<file path="src/sv/modular_inverse_ext_euclid_macros.svh">
// assertion macros for the modular inverse block
// used by the top level, no other dependencies
`ifndef MODULAR_INVERSE_EXT_EUCLID_MACROS_SVH
`define MODULAR_INVERSE_EXT_EUCLID_MACROS_SVH

// same-cycle implication, disabled in reset
`define MIE_ASSERT_NOW(label, clk, rst, ante, cons) \
   label: assert property (@(posedge clk) disable iff (rst) (ante) |-> (cons)) \
      else $error("mie assertion failed");

// next-cycle implication, disabled in reset
`define MIE_ASSERT_NEXT(label, clk, rst, ante, cons) \
   label: assert property (@(posedge clk) disable iff (rst) (ante) |=> (cons)) \
      else $error("mie assertion failed");

`endif

</file>
<file path="src/sv/mie_pkg.sv">
// shared types for the modular inverse block
// controller states and the command / status structs between controller and datapath
package mie_pkg;

   typedef enum logic [2:0] {
      ST_IDLE,
      ST_CHECK,
      ST_ITER,
      ST_UPDATE,
      ST_DONE
   } state_type;

   typedef struct packed {
      logic load;
      logic div_step;
      logic mul_step;
      logic update;
      logic result_load;
   } cmd_type;

   typedef struct packed {
      logic nr_zero;
   } status_type;

endpackage

</file>
<file path="src/sv/mie_dp.sv">
// datapath: restoring divider, bit-serial modular multiply and coefficient update
// depends on mie_pkg for the command and status structs
module mie_dp #(
   parameter int WORD_BITS = 31
) (
   input  logic                   clock,
   input  mie_pkg::cmd_type       cmd,
   input  logic [WORD_BITS-1:0]   req_value,
   input  logic [WORD_BITS-1:0]   req_modulus,
   output mie_pkg::status_type    status,
   output logic [WORD_BITS-1:0]   t_out
);

   localparam int W = WORD_BITS;

   logic [W-1:0] n_ff, t_ff, nt_ff, nr_ff, dvd_ff, acc_ff;
   logic [W:0]   p_ff;
   logic         qbit_ff;

   logic [W:0]   p_shift, p_next;
   logic         q_ge;
   logic [W:0]   dbl, dbl_red, sum, sum_red;
   logic [W-1:0] t_new;

   // one restoring division step, quotient bits shift into the dividend register
   always_comb begin
      p_shift = {p_ff[W-1:0], dvd_ff[W-1]};
      q_ge    = (p_shift >= {1'b0, nr_ff});
      p_next  = q_ge ? (p_shift - {1'b0, nr_ff}) : p_shift;
   end

   // horner step of q * nt mod n, using the registered quotient bit from the previous divider step
   always_comb begin
      dbl     = {acc_ff, 1'b0};
      dbl_red = (dbl >= {1'b0, n_ff}) ? (dbl - {1'b0, n_ff}) : dbl;
      sum     = {1'b0, dbl_red[W-1:0]} + (qbit_ff ? {1'b0, nt_ff} : {(W+1){1'b0}});
      sum_red = (sum >= {1'b0, n_ff}) ? (sum - {1'b0, n_ff}) : sum;
   end

   // t - q*nt mod n
   always_comb begin
      if (t_ff >= acc_ff) begin
         t_new = t_ff - acc_ff;
      end else begin
         t_new = n_ff - (acc_ff - t_ff);
      end
   end

   always_ff @(posedge clock) begin
      if (cmd.load) begin
         n_ff    <= req_modulus;
         t_ff    <= '0;
         nt_ff   <= (req_modulus > {{(W-1){1'b0}}, 1'b1}) ? {{(W-1){1'b0}}, 1'b1} : '0;
         nr_ff   <= (req_modulus == '0) ? '0 : req_value;
         dvd_ff  <= req_modulus;
         p_ff    <= '0;
         acc_ff  <= '0;
         qbit_ff <= 1'b0;
      end else if (cmd.update) begin
         t_ff   <= nt_ff;
         nt_ff  <= t_new;
         nr_ff  <= p_ff[W-1:0];
         dvd_ff <= nr_ff;
         p_ff   <= '0;
         acc_ff <= '0;
      end else begin
         if (cmd.div_step) begin
            p_ff    <= p_next;
            dvd_ff  <= {dvd_ff[W-2:0], q_ge};
            qbit_ff <= q_ge;
         end
         if (cmd.mul_step) begin
            acc_ff <= sum_red[W-1:0];
         end
      end
   end

   assign status.nr_zero = (nr_ff == '0);
   assign t_out          = t_ff;

endmodule

</file>
<file path="src/sv/mie_ctrl.sv">
// controller state machine for the modular inverse block
// depends on mie_pkg for the state enum and command / status structs
module mie_ctrl #(
   parameter int WORD_BITS = 31
) (
   input  logic                 clock,
   input  logic                 reset,
   input  logic                 req_valid,
   output logic                 req_stall,
   input  logic                 out_free,
   input  mie_pkg::status_type  status,
   output mie_pkg::cmd_type     cmd
);

   localparam int CW = $clog2(WORD_BITS + 1);

   mie_pkg::state_type state_ff, state_in;
   logic [CW-1:0]      count_ff, count_in;
   logic               count_last;

   assign count_last = (count_ff == CW'(WORD_BITS));

   always_ff @(posedge clock) begin
      if (reset) begin
         state_ff <= mie_pkg::ST_IDLE;
         count_ff <= '0;
      end else begin
         state_ff <= state_in;
         count_ff <= count_in;
      end
   end

   // next state
   always_comb begin
      state_in = state_ff;
      count_in = count_ff;
      case (state_ff)
         mie_pkg::ST_IDLE: begin
            if (req_valid) begin
               state_in = mie_pkg::ST_CHECK;
            end
         end
         mie_pkg::ST_CHECK: begin
            count_in = '0;
            state_in = status.nr_zero ? mie_pkg::ST_DONE : mie_pkg::ST_ITER;
         end
         mie_pkg::ST_ITER: begin
            count_in = count_ff + 1'b1;
            if (count_last) begin
               state_in = mie_pkg::ST_UPDATE;
            end
         end
         mie_pkg::ST_UPDATE: begin
            state_in = mie_pkg::ST_CHECK;
         end
         mie_pkg::ST_DONE: begin
            if (out_free) begin
               state_in = mie_pkg::ST_IDLE;
            end
         end
         default: begin
            state_in = mie_pkg::ST_IDLE;
         end
      endcase
   end

   // outputs
   always_comb begin
      cmd       = '0;
      req_stall = 1'b1;
      case (state_ff)
         mie_pkg::ST_IDLE: begin
            req_stall = 1'b0;
            cmd.load  = req_valid;
         end
         mie_pkg::ST_CHECK: begin
         end
         mie_pkg::ST_ITER: begin
            cmd.div_step = !count_last;
            cmd.mul_step = (count_ff != '0);
         end
         mie_pkg::ST_UPDATE: begin
            cmd.update = 1'b1;
         end
         mie_pkg::ST_DONE: begin
            cmd.result_load = out_free;
         end
         default: begin
         end
      endcase
   end

endmodule

</file>
<file path="src/sv/modular_inverse_ext_euclid.sv">
// channel   ports                                   direction
// req       req_valid, req_stall, req_value, req_modulus   in
// rsp       rsp_valid, rsp_stall, rsp_inverse_out         out
//
// each quotient step passes through the check state, the iterate state, in which the
// one-bit-per-cycle divider and the modular multiplier run overlapped, and one coefficient update
// the result is loaded once the check state finds the remainder zero, and the block
// returns to idle before it accepts the next request
// reset is synchronous and clears the controller and the result valid flag
// a result that finds an earlier one still waiting on rsp_stall holds the block in its done
// state; the result register frees the datapath as soon as it takes the result
module modular_inverse_ext_euclid #(
   parameter int WORD_BITS = 31
) (
   input  logic                 clock,
   input  logic                 reset,
   input  logic                 req_valid,
   output logic                 req_stall,
   input  logic [WORD_BITS-1:0] req_value,
   input  logic [WORD_BITS-1:0] req_modulus,
   output logic                 rsp_valid,
   input  logic                 rsp_stall,
   output logic [WORD_BITS-1:0] rsp_inverse_out
);

`include "modular_inverse_ext_euclid_macros.svh"

   mie_pkg::cmd_type    cmd;
   mie_pkg::status_type status;
   logic [WORD_BITS-1:0] t_out;
   logic                 out_free;

   logic                 rsp_valid_ff, rsp_valid_in;
   logic [WORD_BITS-1:0] rsp_inverse_ff;

   assign out_free = !rsp_valid_ff || !rsp_stall;

   mie_ctrl #(
      .WORD_BITS(WORD_BITS)
   ) u_ctrl (
      .clock     (clock),
      .reset     (reset),
      .req_valid (req_valid),
      .req_stall (req_stall),
      .out_free  (out_free),
      .status    (status),
      .cmd       (cmd)
   );

   mie_dp #(
      .WORD_BITS(WORD_BITS)
   ) u_dp (
      .clock       (clock),
      .cmd         (cmd),
      .req_value   (req_value),
      .req_modulus (req_modulus),
      .status      (status),
      .t_out       (t_out)
   );

   always_comb begin
      if (cmd.result_load) begin
         rsp_valid_in = 1'b1;
      end else if (rsp_stall) begin
         rsp_valid_in = rsp_valid_ff;
      end else begin
         rsp_valid_in = 1'b0;
      end
   end

   always_ff @(posedge clock) begin
      if (reset) begin
         rsp_valid_ff <= 1'b0;
      end else begin
         rsp_valid_ff <= rsp_valid_in;
      end
   end

   always_ff @(posedge clock) begin
      if (cmd.result_load) begin
         rsp_inverse_ff <= t_out;
      end
   end

   assign rsp_valid       = rsp_valid_ff;
   assign rsp_inverse_out = rsp_inverse_ff;

   // an accepted transaction keeps the input side busy on the next cycle
   `MIE_ASSERT_NEXT(a_busy_after_accept, clock, reset, req_valid && !req_stall, req_stall)
   // a result is only loaded into a free output register
   `MIE_ASSERT_NOW(a_load_into_free, clock, reset, cmd.result_load,
                   !rsp_valid_ff || !rsp_stall)
   // loading a result always presents it
   `MIE_ASSERT_NEXT(a_load_shows_valid, clock, reset, cmd.result_load, rsp_valid)
   // a taken result with nothing new behind it leaves the output empty
   `MIE_ASSERT_NEXT(a_taken_clears, clock, reset,
                    rsp_valid && !rsp_stall && !cmd.result_load, !rsp_valid)

endmodule
</file>
<file path="config.mk">
export PLATFORM = sky130hd
export DESIGN_NAME = modular_inverse_ext_euclid
export DESIGN_NICKNAME = d
export VERILOG_FILES = /design/src/sv/mie_pkg.sv /design/src/sv/mie_dp.sv /design/src/sv/mie_ctrl.sv /design/src/sv/modular_inverse_ext_euclid.sv
export VERILOG_INCLUDE_DIRS = /design/src /design/src/sv
export SDC_FILE = /design/constraint.sdc
export NUM_CORES = 1
export LEC_CHECK = 0
export BUFFER_PORTS_ARGS = -buffer_cell sky130_fd_sc_hd__clkbuf_2
export CORE_MARGIN = 5
export CORE_UTILIZATION = 64
export DETAILED_ROUTE_END_ITERATION = 12
export PLACE_DENSITY = 0.79
export RECOVER_POWER = 100
export SYNTH_ARGS = -nofsm -noshare
export SYNTH_HDL_FRONTEND = slang
export SYNTH_SLANG_ARGS = --single-unit
export TNS_END_PERCENT = 50
</file>
<file path="constraint.sdc">
create_clock -name clock -period 7.6 [get_ports clock]
set_input_delay 1.14 -clock clock [delete_from_list [all_inputs] [get_ports clock]]
set_output_delay 1.14 -clock clock [all_outputs]
set_load 0.05 [all_outputs]
</file>
==> summary.json, run 1 <==
{
  "synth.net_count": 2794,
  "failed_checks": "capacitance limit, slew limit",
  "ff2ff_setup_slack_ns": 0.29,
  "mappedNetlistArea_um2": 21300,
  "vdd.ir_drop.worst_mv": 0.208,
  "crit_slowest_cell": "sky130_fd_sc_hd__fa_2",
  "post-route-period-util": 0.962,
  "worst-endpoint-arrival_ns": 7.71,
  "max_stage_delay_ns": 0.39,
  "yosys_register_bits": 258,
  "grt_antenna_before_repair": 0,
  "boundaryPins": 99,
  "die_w_um": 193,
  "crit_path_max_fanout": 30,
  "worst_ep_required_time_ns": 8.00,
  "layoutNonFillerInstCount": 3063,
  "routed_wire_length_per_instance_um": 19.2,
  "critical_path.n_buffers_inverters": 3,
  "clock-root-buffer": "sky130_fd_sc_hd__clkbuf_16",
  "synth_top_cell_by_area": "sky130_fd_sc_hd__edfxtp_1",
  "place_inst": 2995,
  "cts_max_path_buffers": 3,
  "setup_viol_count_final": 0,
  "drv.max_cap_violation_count": 7,
  "port_buffers": 98,
  "number_of_enable_flip_flop_cells_after_synthesis": 155,
  "share_of_flip_flops_with_an_asynchronous_set_or_reset": 0,
  "final_nets": 2888,
  "vias": 19000,
  "fp.dieH_um": 193,
  "critical_path.endpoint_type": "register",
  "drt_iter0_drc": 1561,
  "count_of_final_max_slew_check_failures": 357,
  "finClkSkew_ns": 0.0195,
  "dp.final_hpwl_mm": 45.0,
  "clock_power_share": 0.264,
  "fin_setup_tns_ns": 0,
  "leakagePower_nw": 10.4,
  "design.die.area_um2": 37100,
  "postSynthAreaPerCell_um2": 8.52,
  "cts_made_buffers": 28,
  "ys_dominant_reg_cell": "sky130_fd_sc_hd__edfxtp_1",
  "grt_first_pass_wirelength_mm": 91.9,
  "final_core_utilization": 0.718,
  "synthTopCellsByArea": "sky130_fd_sc_hd__edfxtp_1 22%, sky130_fd_sc_hd__ha_1 11%, sky130_fd_sc_hd__dfxtp_1 9.7%",
  "cts.reportedPaths.clkPinSlew_ns": 0.06,
  "grtUsageMet1": 0.424,
  "syn_inst": 2505,
  "drive_above_1_share": 0.0786,
  "detail_route.first_pass.iterations": 6,
  "initial_core_util": 0.652,
  "htree_levels": 1,
  "overflow": 0,
  "tritoncts": "done",
  "power.share.combinational": 0.393,
  "drcViolationCount": 0,
  "grt_pass1_vias": 17800,
  "worst_skew_pair.late_latency_ns": 0.57,
  "min-delay-path-class": "register to register",
  "num_antenna_cells": 0,
  "standard_cell_row_count": 66,
  "met2_usage": 0.500,
  "critical_path.startpoint_type": "register",
  "synthesis.yosys.warnings": 0,
  "power_density_cells_nw_per_um2": 234,
  "gr_busiest_metal": "met2",
  "p_sw_w": 0.00198,
  "critical_path.top_delay_family": "compound AO/OA/AOI/OAI gates",
  "finalWorstPathRequiredPeriod_ns": 7.31,
  "grt_start_max_net_pins": 87,
  "vias_per_cell": 6.20,
  "globalRouteTotalUtil": 0.309,
  "routed_wirelength_mm": 58.7,
  "run_status": "finished with violations",
  "netlist-cell-type-count": 82,
  "netSwitchingFraction": 0.362,
  "grt_util_met3": 0.0400,
  "final-hold-violation-count": 0,
  "part_of_the_yosys_area_used_for_sequential_elements": 0.315,
  "tightest_slew_margin_relative_to_the_limit": -1.67,
  "post_synthesis_to_final_layout_area_growth_pct": 10.0,
  "post-synth-top-area-fraction": 0.218,
  "coreArea_um2": 32700,
  "int_power_w": 0.00350,
  "worst_slew_pin_slew_ns": 4.01,
  "routabilityCongestion": 1.01,
  "max_freq_ghz": 0.137,
  "worst-setup-path-type": "register to register",
  "fraction_of_power_consumed_by_sequential_logic": 0.342,
  "route.antenna.remaining_nets": 0,
  "clock_sinks": 258
}
==> state kept, by name (all words and copies together), names as in the netlist <==
signal,cells
u_ctrl.state_ff,3
rsp_inverse_out,31
rsp_valid,1
u_dp.n_ff,31
u_dp.qbit_ff,1
u_dp.acc_ff,31
u_dp.nr_ff,31
u_dp.dvd_ff,31
u_dp.p_ff,31
u_dp.nt_ff,31
u_ctrl.count_ff,5
u_dp.t_out,31
==> synthesized netlist by cell type, types with 4 or more instances <==
cell                        instances
sky130_fd_sc_hd__nand2b_1          20
sky130_fd_sc_hd__nand4b_1           4
sky130_fd_sc_hd__or2_2             16
sky130_fd_sc_hd__xor2_1            50
sky130_fd_sc_hd__a32oi_1            8
sky130_fd_sc_hd__dfxtp_1          103
sky130_fd_sc_hd__buf_2              8
sky130_fd_sc_hd__mux2i_1           63
sky130_fd_sc_hd__nor2b_1           22
sky130_fd_sc_hd__a31oi_1           61
sky130_fd_sc_hd__a31o_2             4
sky130_fd_sc_hd__nor2_1           214
sky130_fd_sc_hd__xnor2_1          110
sky130_fd_sc_hd__clkbuf_1          76
sky130_fd_sc_hd__o21a_1            25
sky130_fd_sc_hd__a22o_1            33
sky130_fd_sc_hd__a211o_1            6
sky130_fd_sc_hd__nor3_1            32
sky130_fd_sc_hd__o21ai_0          133
sky130_fd_sc_hd__nand2_1          247
sky130_fd_sc_hd__o21ai_1            5
sky130_fd_sc_hd__ha_1             188
sky130_fd_sc_hd__o22ai_1            8
sky130_fd_sc_hd__fa_1              35
sky130_fd_sc_hd__and2_1            43
sky130_fd_sc_hd__inv_1            224
sky130_fd_sc_hd__nor4_1            17
sky130_fd_sc_hd__a41oi_1            4
sky130_fd_sc_hd__a21o_1            86
sky130_fd_sc_hd__and3_1            28
sky130_fd_sc_hd__o31a_1             7
sky130_fd_sc_hd__o2111ai_1          5
sky130_fd_sc_hd__nand4_1           28
sky130_fd_sc_hd__o211ai_1          16
sky130_fd_sc_hd__and4_1             7
sky130_fd_sc_hd__o21bai_1          18
sky130_fd_sc_hd__nand3_1           30
sky130_fd_sc_hd__o31ai_1            8
sky130_fd_sc_hd__edfxtp_1         155
sky130_fd_sc_hd__a21oi_1          240
sky130_fd_sc_hd__a211oi_1          40
sky130_fd_sc_hd__nor3b_1            4
sky130_fd_sc_hd__a21boi_0           4
==> worst reg2reg max path: cells and delay by family (launching register included) <==
family,cells,cell delay [ns]
multiplexers,2,0.57
adder cells (fa/ha/maj),3,1.04
flip-flops,1,0.38
AND/OR/NAND/NOR,11,2.15
AO/OA/AOI/OAI,12,2.40
XOR/XNOR,1,0.12
buffers and inverters,3,0.52
==> metrics by stage <==
step                      total power (W)  area, um2  hold slack [ns]  setup slack (ns)
after global placement            0.00392      22400            0.487             0.140
after CTS                         0.00543      23400            0.521           0.00303
after floorplan                   0.00346      21300            0.430             0.747
after global routing              0.00579      23500            0.542           -0.0169
after detailed placement          0.00398      22400            0.508           -0.0916
final                             0.00548      23500            0.514             0.290
==> worst paths after layout <==
check | from | endpoint | cells after the start
max | u_dp.n_ff[0]$_DFFE_PP_ | u_dp.acc_ff[5]$_SDFFE_PP0P_ | 32
max reg2reg | u_dp.n_ff[0]$_DFFE_PP_ | u_dp.acc_ff[5]$_SDFFE_PP0P_ | 32
min reg2reg | rsp_valid$_SDFFE_PP0P_ | rsp_valid$_SDFFE_PP0P_ | 2
min | rsp_valid$_SDFFE_PP0P_ | rsp_valid$_SDFFE_PP0P_ | 2
==> power by group through the flow <==
stage / Clock, W / Sequential (W) / Combinational, W
6_report: 0.00145 / 0.00188 / 0.00216
5_1_grt: 0.00153 / 0.00189 / 0.00237
4_1_cts: 0.00146 / 0.00187 / 0.00210
3_5_place_dp: 0 / 0.00190 / 0.00208
3_3_place_gp: 0 / 0.00189 / 0.00203
2_1_floorplan: 0 / 0.00182 / 0.00163
==> area by class of cell <==
| type | instances | area [um2] |
|---|---|---|
| Inverter | 225 | 847 |
| Sequential cell | 258 | 6720 |
| Fill cell | 2621 | 9230 |
| Clock inverter | 18 | 216 |
| Multi-Input combinational cell | 1928 | 13500 |
| Timing Repair Buffer | 158 | 861 |
| Tap cell | 442 | 553 |
| Clock buffer | 34 | 754 |
==> cell usage in the layout (no fill, tap or decap), types with 74 or more instances in the layout <==
master,instances
sky130_fd_sc_hd__a21o_1,86
sky130_fd_sc_hd__a21oi_1,235
sky130_fd_sc_hd__clkbuf_1,74
sky130_fd_sc_hd__dfxtp_1,103
sky130_fd_sc_hd__edfxtp_1,155
sky130_fd_sc_hd__ha_1,186
sky130_fd_sc_hd__inv_1,223
sky130_fd_sc_hd__nand2_1,247
sky130_fd_sc_hd__nor2_1,211
sky130_fd_sc_hd__o21ai_0,127
sky130_fd_sc_hd__xnor2_1,110
==> cells by family after synthesis <==
group                      after synthesis  share of synthesized area
AOI/OAI and AO/OA                      753                      0.228
and+or+nand+nor                        724                      0.157
muxes                                   68                     0.0326
DFF                                    258                      0.315
xor gates and xnor gates               160                     0.0657
adders and majority gates              223                      0.143
buffers and inverters                  319                     0.0587
==> what timing repair did <==
action | in CTS | in global routing
pin swaps | 5 | 22
buffers inserted | 3 | 13
endpoints found under the setup margin | 27 | 31
hold endpoints to repair | 0 | 0
hold buffers | 0 | 0
gates resized for setup | 7 | 24
==> layer usage <==
layer	share of wire	vias to the layer above
met4	0.046	0
met2	0.44	769
met1	0.43	8904
met5	0	-
li1	-	9170
met3	0.079	145
(Power assumes the default switching activity.)
==> run 2: changes to the inputs <==
Settings changed: CORE_UTILIZATION 64 to 55, GPL_TIMING_DRIVEN set to 0, PLACE_DENSITY 0.79 to 0.69.
==> run 2 against run 1 <==
Net effect:
- the flow finishes with violations (capacitance limit, slew limit, setup timing)
- clock skew down 0.0058 ns
- global-route usage down 0.46 points
- maximum frequency down 4.7%
- sequential share of layout area down 1.0 points
- via count about the same
- critical path depth up 4
- power up 3.1%
- design area up 3.7%
- largest cell class unchanged
- largest power group unchanged
==> summary.json, run 2 (synthesis gave the netlist of run 1 again) <==
{
  "cts.reportedPaths.clkPinSlew": {"value": 0.06, "unit": "ns", "change": "about the same"},
  "mostFrequentLayoutCell": {"value": "sky130_fd_sc_hd__nand2_1", "change": "unchanged"},
  "max_stage_delay": {"value": 0.44, "unit": "ns", "change": "was 0.39 ns"},
  "detail_route.first_pass.iterations": {"value": 6, "change": "unchanged"},
  "int_power": {"value": 0.00354, "unit": "W", "change": "was 0.00350 W"},
  "setup_viol_count_final": {"value": 2, "change": "was 0"},
  "initial_core_util": {"value": 0.553, "change": "was 0.652"},
  "netSwitchingFraction": {"value": 0.373, "change": "was 0.362"},
  "vias": {"value": 19000, "change": "about the same"},
  "drt_iter0_drc": {"value": 1280, "change": "was 1561"},
  "finalWorstPathRequiredPeriod": {"value": 7.67, "unit": "ns", "change": "was 7.31 ns"},
  "fraction_of_power_consumed_by_sequential_logic": {"value": 0.332, "change": "was 0.342"},
  "post_synthesis_to_final_layout_area_growth": {"value": 14.1, "unit": "%", "change": "was 10.0%"},
  "power.share.combinational": {"value": 0.400, "change": "was 0.393"},
  "clock_power_share": {"value": 0.268, "change": "was 0.264"},
  "worst-endpoint-arrival": {"value": 8.11, "unit": "ns", "change": "was 7.71 ns"},
  "critical_path.startpoint_type": {"value": "register", "change": "unchanged"},
  "worst-setup-path-type": {"value": "register to register", "change": "unchanged"},
  "grt_pass1_vias": {"value": 18400, "change": "was 17800"},
  "vdd.ir_drop.worst": {"value": 0.199, "unit": "mV", "change": "was 0.208 mV"},
  "fp.dieH": {"value": 207, "unit": "um", "change": "was 193 um"},
  "port_buffers": {"value": 97, "change": "was 98"},
  "worst_path_most_repeated_cell": "sky130_fd_sc_hd__a21o_1",
  "cts_max_path_buffers": {"value": 3, "change": "unchanged"},
  "worst_slew_pin_slew": {"value": 2.26, "unit": "ns", "change": "was 4.01 ns"},
  "cts_made_buffers": {"value": 29, "change": "was 28"},
  "rsz0062_at_grt": "yes",
  "drive_above_1_share": {"value": 0.0975, "change": "was 0.0786"},
  "crit_slowest_cell": {"value": "sky130_fd_sc_hd__edfxtp_1", "change": "was sky130_fd_sc_hd__fa_2"},
  "dp.final_hpwl": {"value": 53.6, "unit": "mm", "change": "was 45.0 mm"},
  "place_worst_setup_slack": {"value": -0.992, "unit": "ns", "change": "was -0.0916 ns"},
  "failed_checks": {"value": "capacitance limit, slew limit, setup timing", "change": "was capacitance limit, slew limit"},
  "sum_of_internal_switching_and_leakage_power": {"value": 0.00565, "unit": "W", "change": "was 0.00548 W"},
  "critical_path.endpoint_type": {"value": "register", "change": "unchanged"},
  "vias_per_cell": {"value": 5.88, "change": "was 6.20"},
  "smallest_setup_slack_after_layout": {"value": -0.0683, "unit": "ns", "change": "was 0.290 ns"},
  "drv.max_cap_violation_count": {"value": 3, "change": "was 7"},
  "design.die.area": {"value": 42800, "unit": "um2", "change": "was 37100 um2"},
  "coreArea": {"value": 38600, "unit": "um2", "change": "was 32700 um2"},
  "worst_ep_required_time": {"value": 8.04, "unit": "ns", "change": "was 8.00 ns"},
  "globalRouteTotalUtil": {"value": 0.304, "change": "was 0.309"},
  "run_status": {"value": "finished with violations", "change": "unchanged"},
  "worst_skew_pair.late_latency": {"value": 0.57, "unit": "ns", "change": "about the same"},
  "die_w": {"value": 207, "unit": "um", "change": "was 193 um"},
  "grt_antenna_before_repair": {"value": 8, "change": "was 0"},
  "drcViolationCount": {"value": 0, "change": "unchanged"},
  "routabilityCongestion": {"value": 0.988, "change": "was 1.01"},
  "post-route-period-util": {"value": 1.01, "change": "was 0.962"},
  "crit_path_max_fanout": {"value": 8, "change": "was 30"},
  "grt_first_pass_wirelength": {"value": 101, "unit": "mm", "change": "was 91.9 mm"},
  "count_of_final_max_slew_check_failures": {"value": 94, "change": "was 357"},
  "min-delay-path-class": {"value": "register to register", "change": "unchanged"},
  "power_density_cells": {"value": 232, "unit": "nW/um2", "change": "was 234 nW/um2"},
  "boundaryPins": {"value": 99, "change": "unchanged"},
  "route.antenna.remaining_nets": {"value": 0, "change": "unchanged"},
  "clock_sinks": {"value": 258, "change": "unchanged"},
  "final_nets": {"value": 2975, "change": "was 2888"},
  "clock-root-buffer": {"value": "sky130_fd_sc_hd__clkbuf_16", "change": "unchanged"},
  "routed_wire_length_per_instance": {"value": 20.9, "unit": "um", "change": "was 19.2 um"},
  "standard_cell_row_count": {"value": 72, "change": "was 66"},
  "max_freq": {"value": 0.130, "unit": "GHz", "change": "was 0.137 GHz"},
  "tritoncts": {"value": "done", "change": "unchanged"},
  "final_core_utilization": {"value": 0.631, "change": "was 0.718"},
  "final-hold-violation-count": {"value": 0, "change": "unchanged"},
  "overflow": {"value": 0, "change": "unchanged"},
  "layout.cells.most_common_list": {"value": "247 x sky130_fd_sc_hd__nand2_1, 231 x sky130_fd_sc_hd__a21oi_1, 222 x sky130_fd_sc_hd__inv_1", "change": "was 247 x sky130_fd_sc_hd__nand2_1, 235 x sky130_fd_sc_hd__a21oi_1, 223 x sky130_fd_sc_hd__inv_1"},
  "p_sw": {"value": 0.00211, "unit": "W", "change": "was 0.00198 W"},
  "routed_wirelength": {"value": 67.4, "unit": "mm", "change": "was 58.7 mm"},
  "tightest_slew_margin_relative_to_the_limit": {"value": -0.508, "change": "was -1.67"},
  "leakagePower": {"value": 10.6, "unit": "nW", "change": "was 10.4 nW"},
  "grt_start_max_net_pins": {"value": 38, "change": "was 87"},
  "finClkSkew": {"value": 0.0137, "unit": "ns", "change": "was 0.0195 ns"},
  "htree_levels": {"value": 1, "change": "unchanged"}
}
-- run 2: cell types whose count changed in the layout (fill, tap and decap cells not counted), sizes merged --
cell | previous run | this run
diode | 0 | 2
clkinv | 11 | 9
bufinv | 5 | 6
clkbuf | 139 | 209
buf | 53 | 71
inv | 224 | 225
clkinvlp | 3 | 2
-- run 2: layout make-up --
type | instances | area [um2]
repair buffers | 157 | 890
multi-input cells | 1928 | 13800
clock inverters | 17 | 240
flip-flops and latches | 258 | 6720
well taps | 518 | 648
fillers | 3434 | 14200
plain buffers | 87 | 420
clock buffers | 36 | 762
inverters | 225 | 847
diodes | 2 | 5.00
-- run 2: through the flow --
step	TNS (ns)	instances	hold WS (ns)	instance area, um2
finish	-0.0862	3228	0.493	24300
global route	-6.64	3226	0.513	24300
CTS	-0.00299	3201	0.497	23900
detailed placement	-23.79	3123	0.483	22500
global placement	-23.40	3120	0.479	22500
floorplan	0	2505	0.430	21300
-- run 2: timing repair --
item                                    in CTS  in global routing
endpoints found under the setup margin      31                 31
gates resized for setup                     38                 75
setup buffers                               30                 27
pin swaps                                   33                 66
hold buffers                                 0                  0
-- run 2: power by group through the flow --
stage	registers [W]	logic [W]	clock network, W
finish	0.00188	0.00226	0.00151
global route	0.00189	0.00247	0.00158
CTS	0.00187	0.00220	0.00152
detailed placement	0.00190	0.00216	0
global placement	0.00189	0.00213	0
floorplan	0.00182	0.00163	0
-- run 2: per-layer routing --
layer	track usage	part of all wire	wire length, um
met1	0.388	0.42	28500
met2	0.519	0.47	31500
met3	0.0411	0.061	4130
met4	0.129	0.048	3210
met5	0	0.0013	89
-- run 2: worst paths after layout --
| kind | slack (ns) | endpoint | start | cells past startpoint |
|---|---|---|---|---|
| worst max-delay path | -0.07 | u_dp.acc_ff[29]$_SDFFE_PP0P_ | u_dp.n_ff[0]$_DFFE_PP_ | 36 |
| worst min-delay path | 0.49 | u_dp.t_out[18]$_SDFFE_PP0P_ | u_dp.t_out[18]$_SDFFE_PP0P_ | 2 |
| worst max register to register | -0.07 | u_dp.acc_ff[29]$_SDFFE_PP0P_ | u_dp.n_ff[0]$_DFFE_PP_ | 36 |
| worst min register to register | 0.49 | u_dp.t_out[18]$_SDFFE_PP0P_ | u_dp.t_out[18]$_SDFFE_PP0P_ | 2 |
-- run 2: critical path, delay by kind of cell, from the launching register on --
family | cells | cell delay [ns]
compound gates | 20 | 4.23
fa+ha+maj | 3 | 1.00
buf+inv | 5 | 0.66
simple gates | 5 | 0.64
flops | 1 | 0.44
xor+xnor | 2 | 0.32
mux | 1 | 0.23
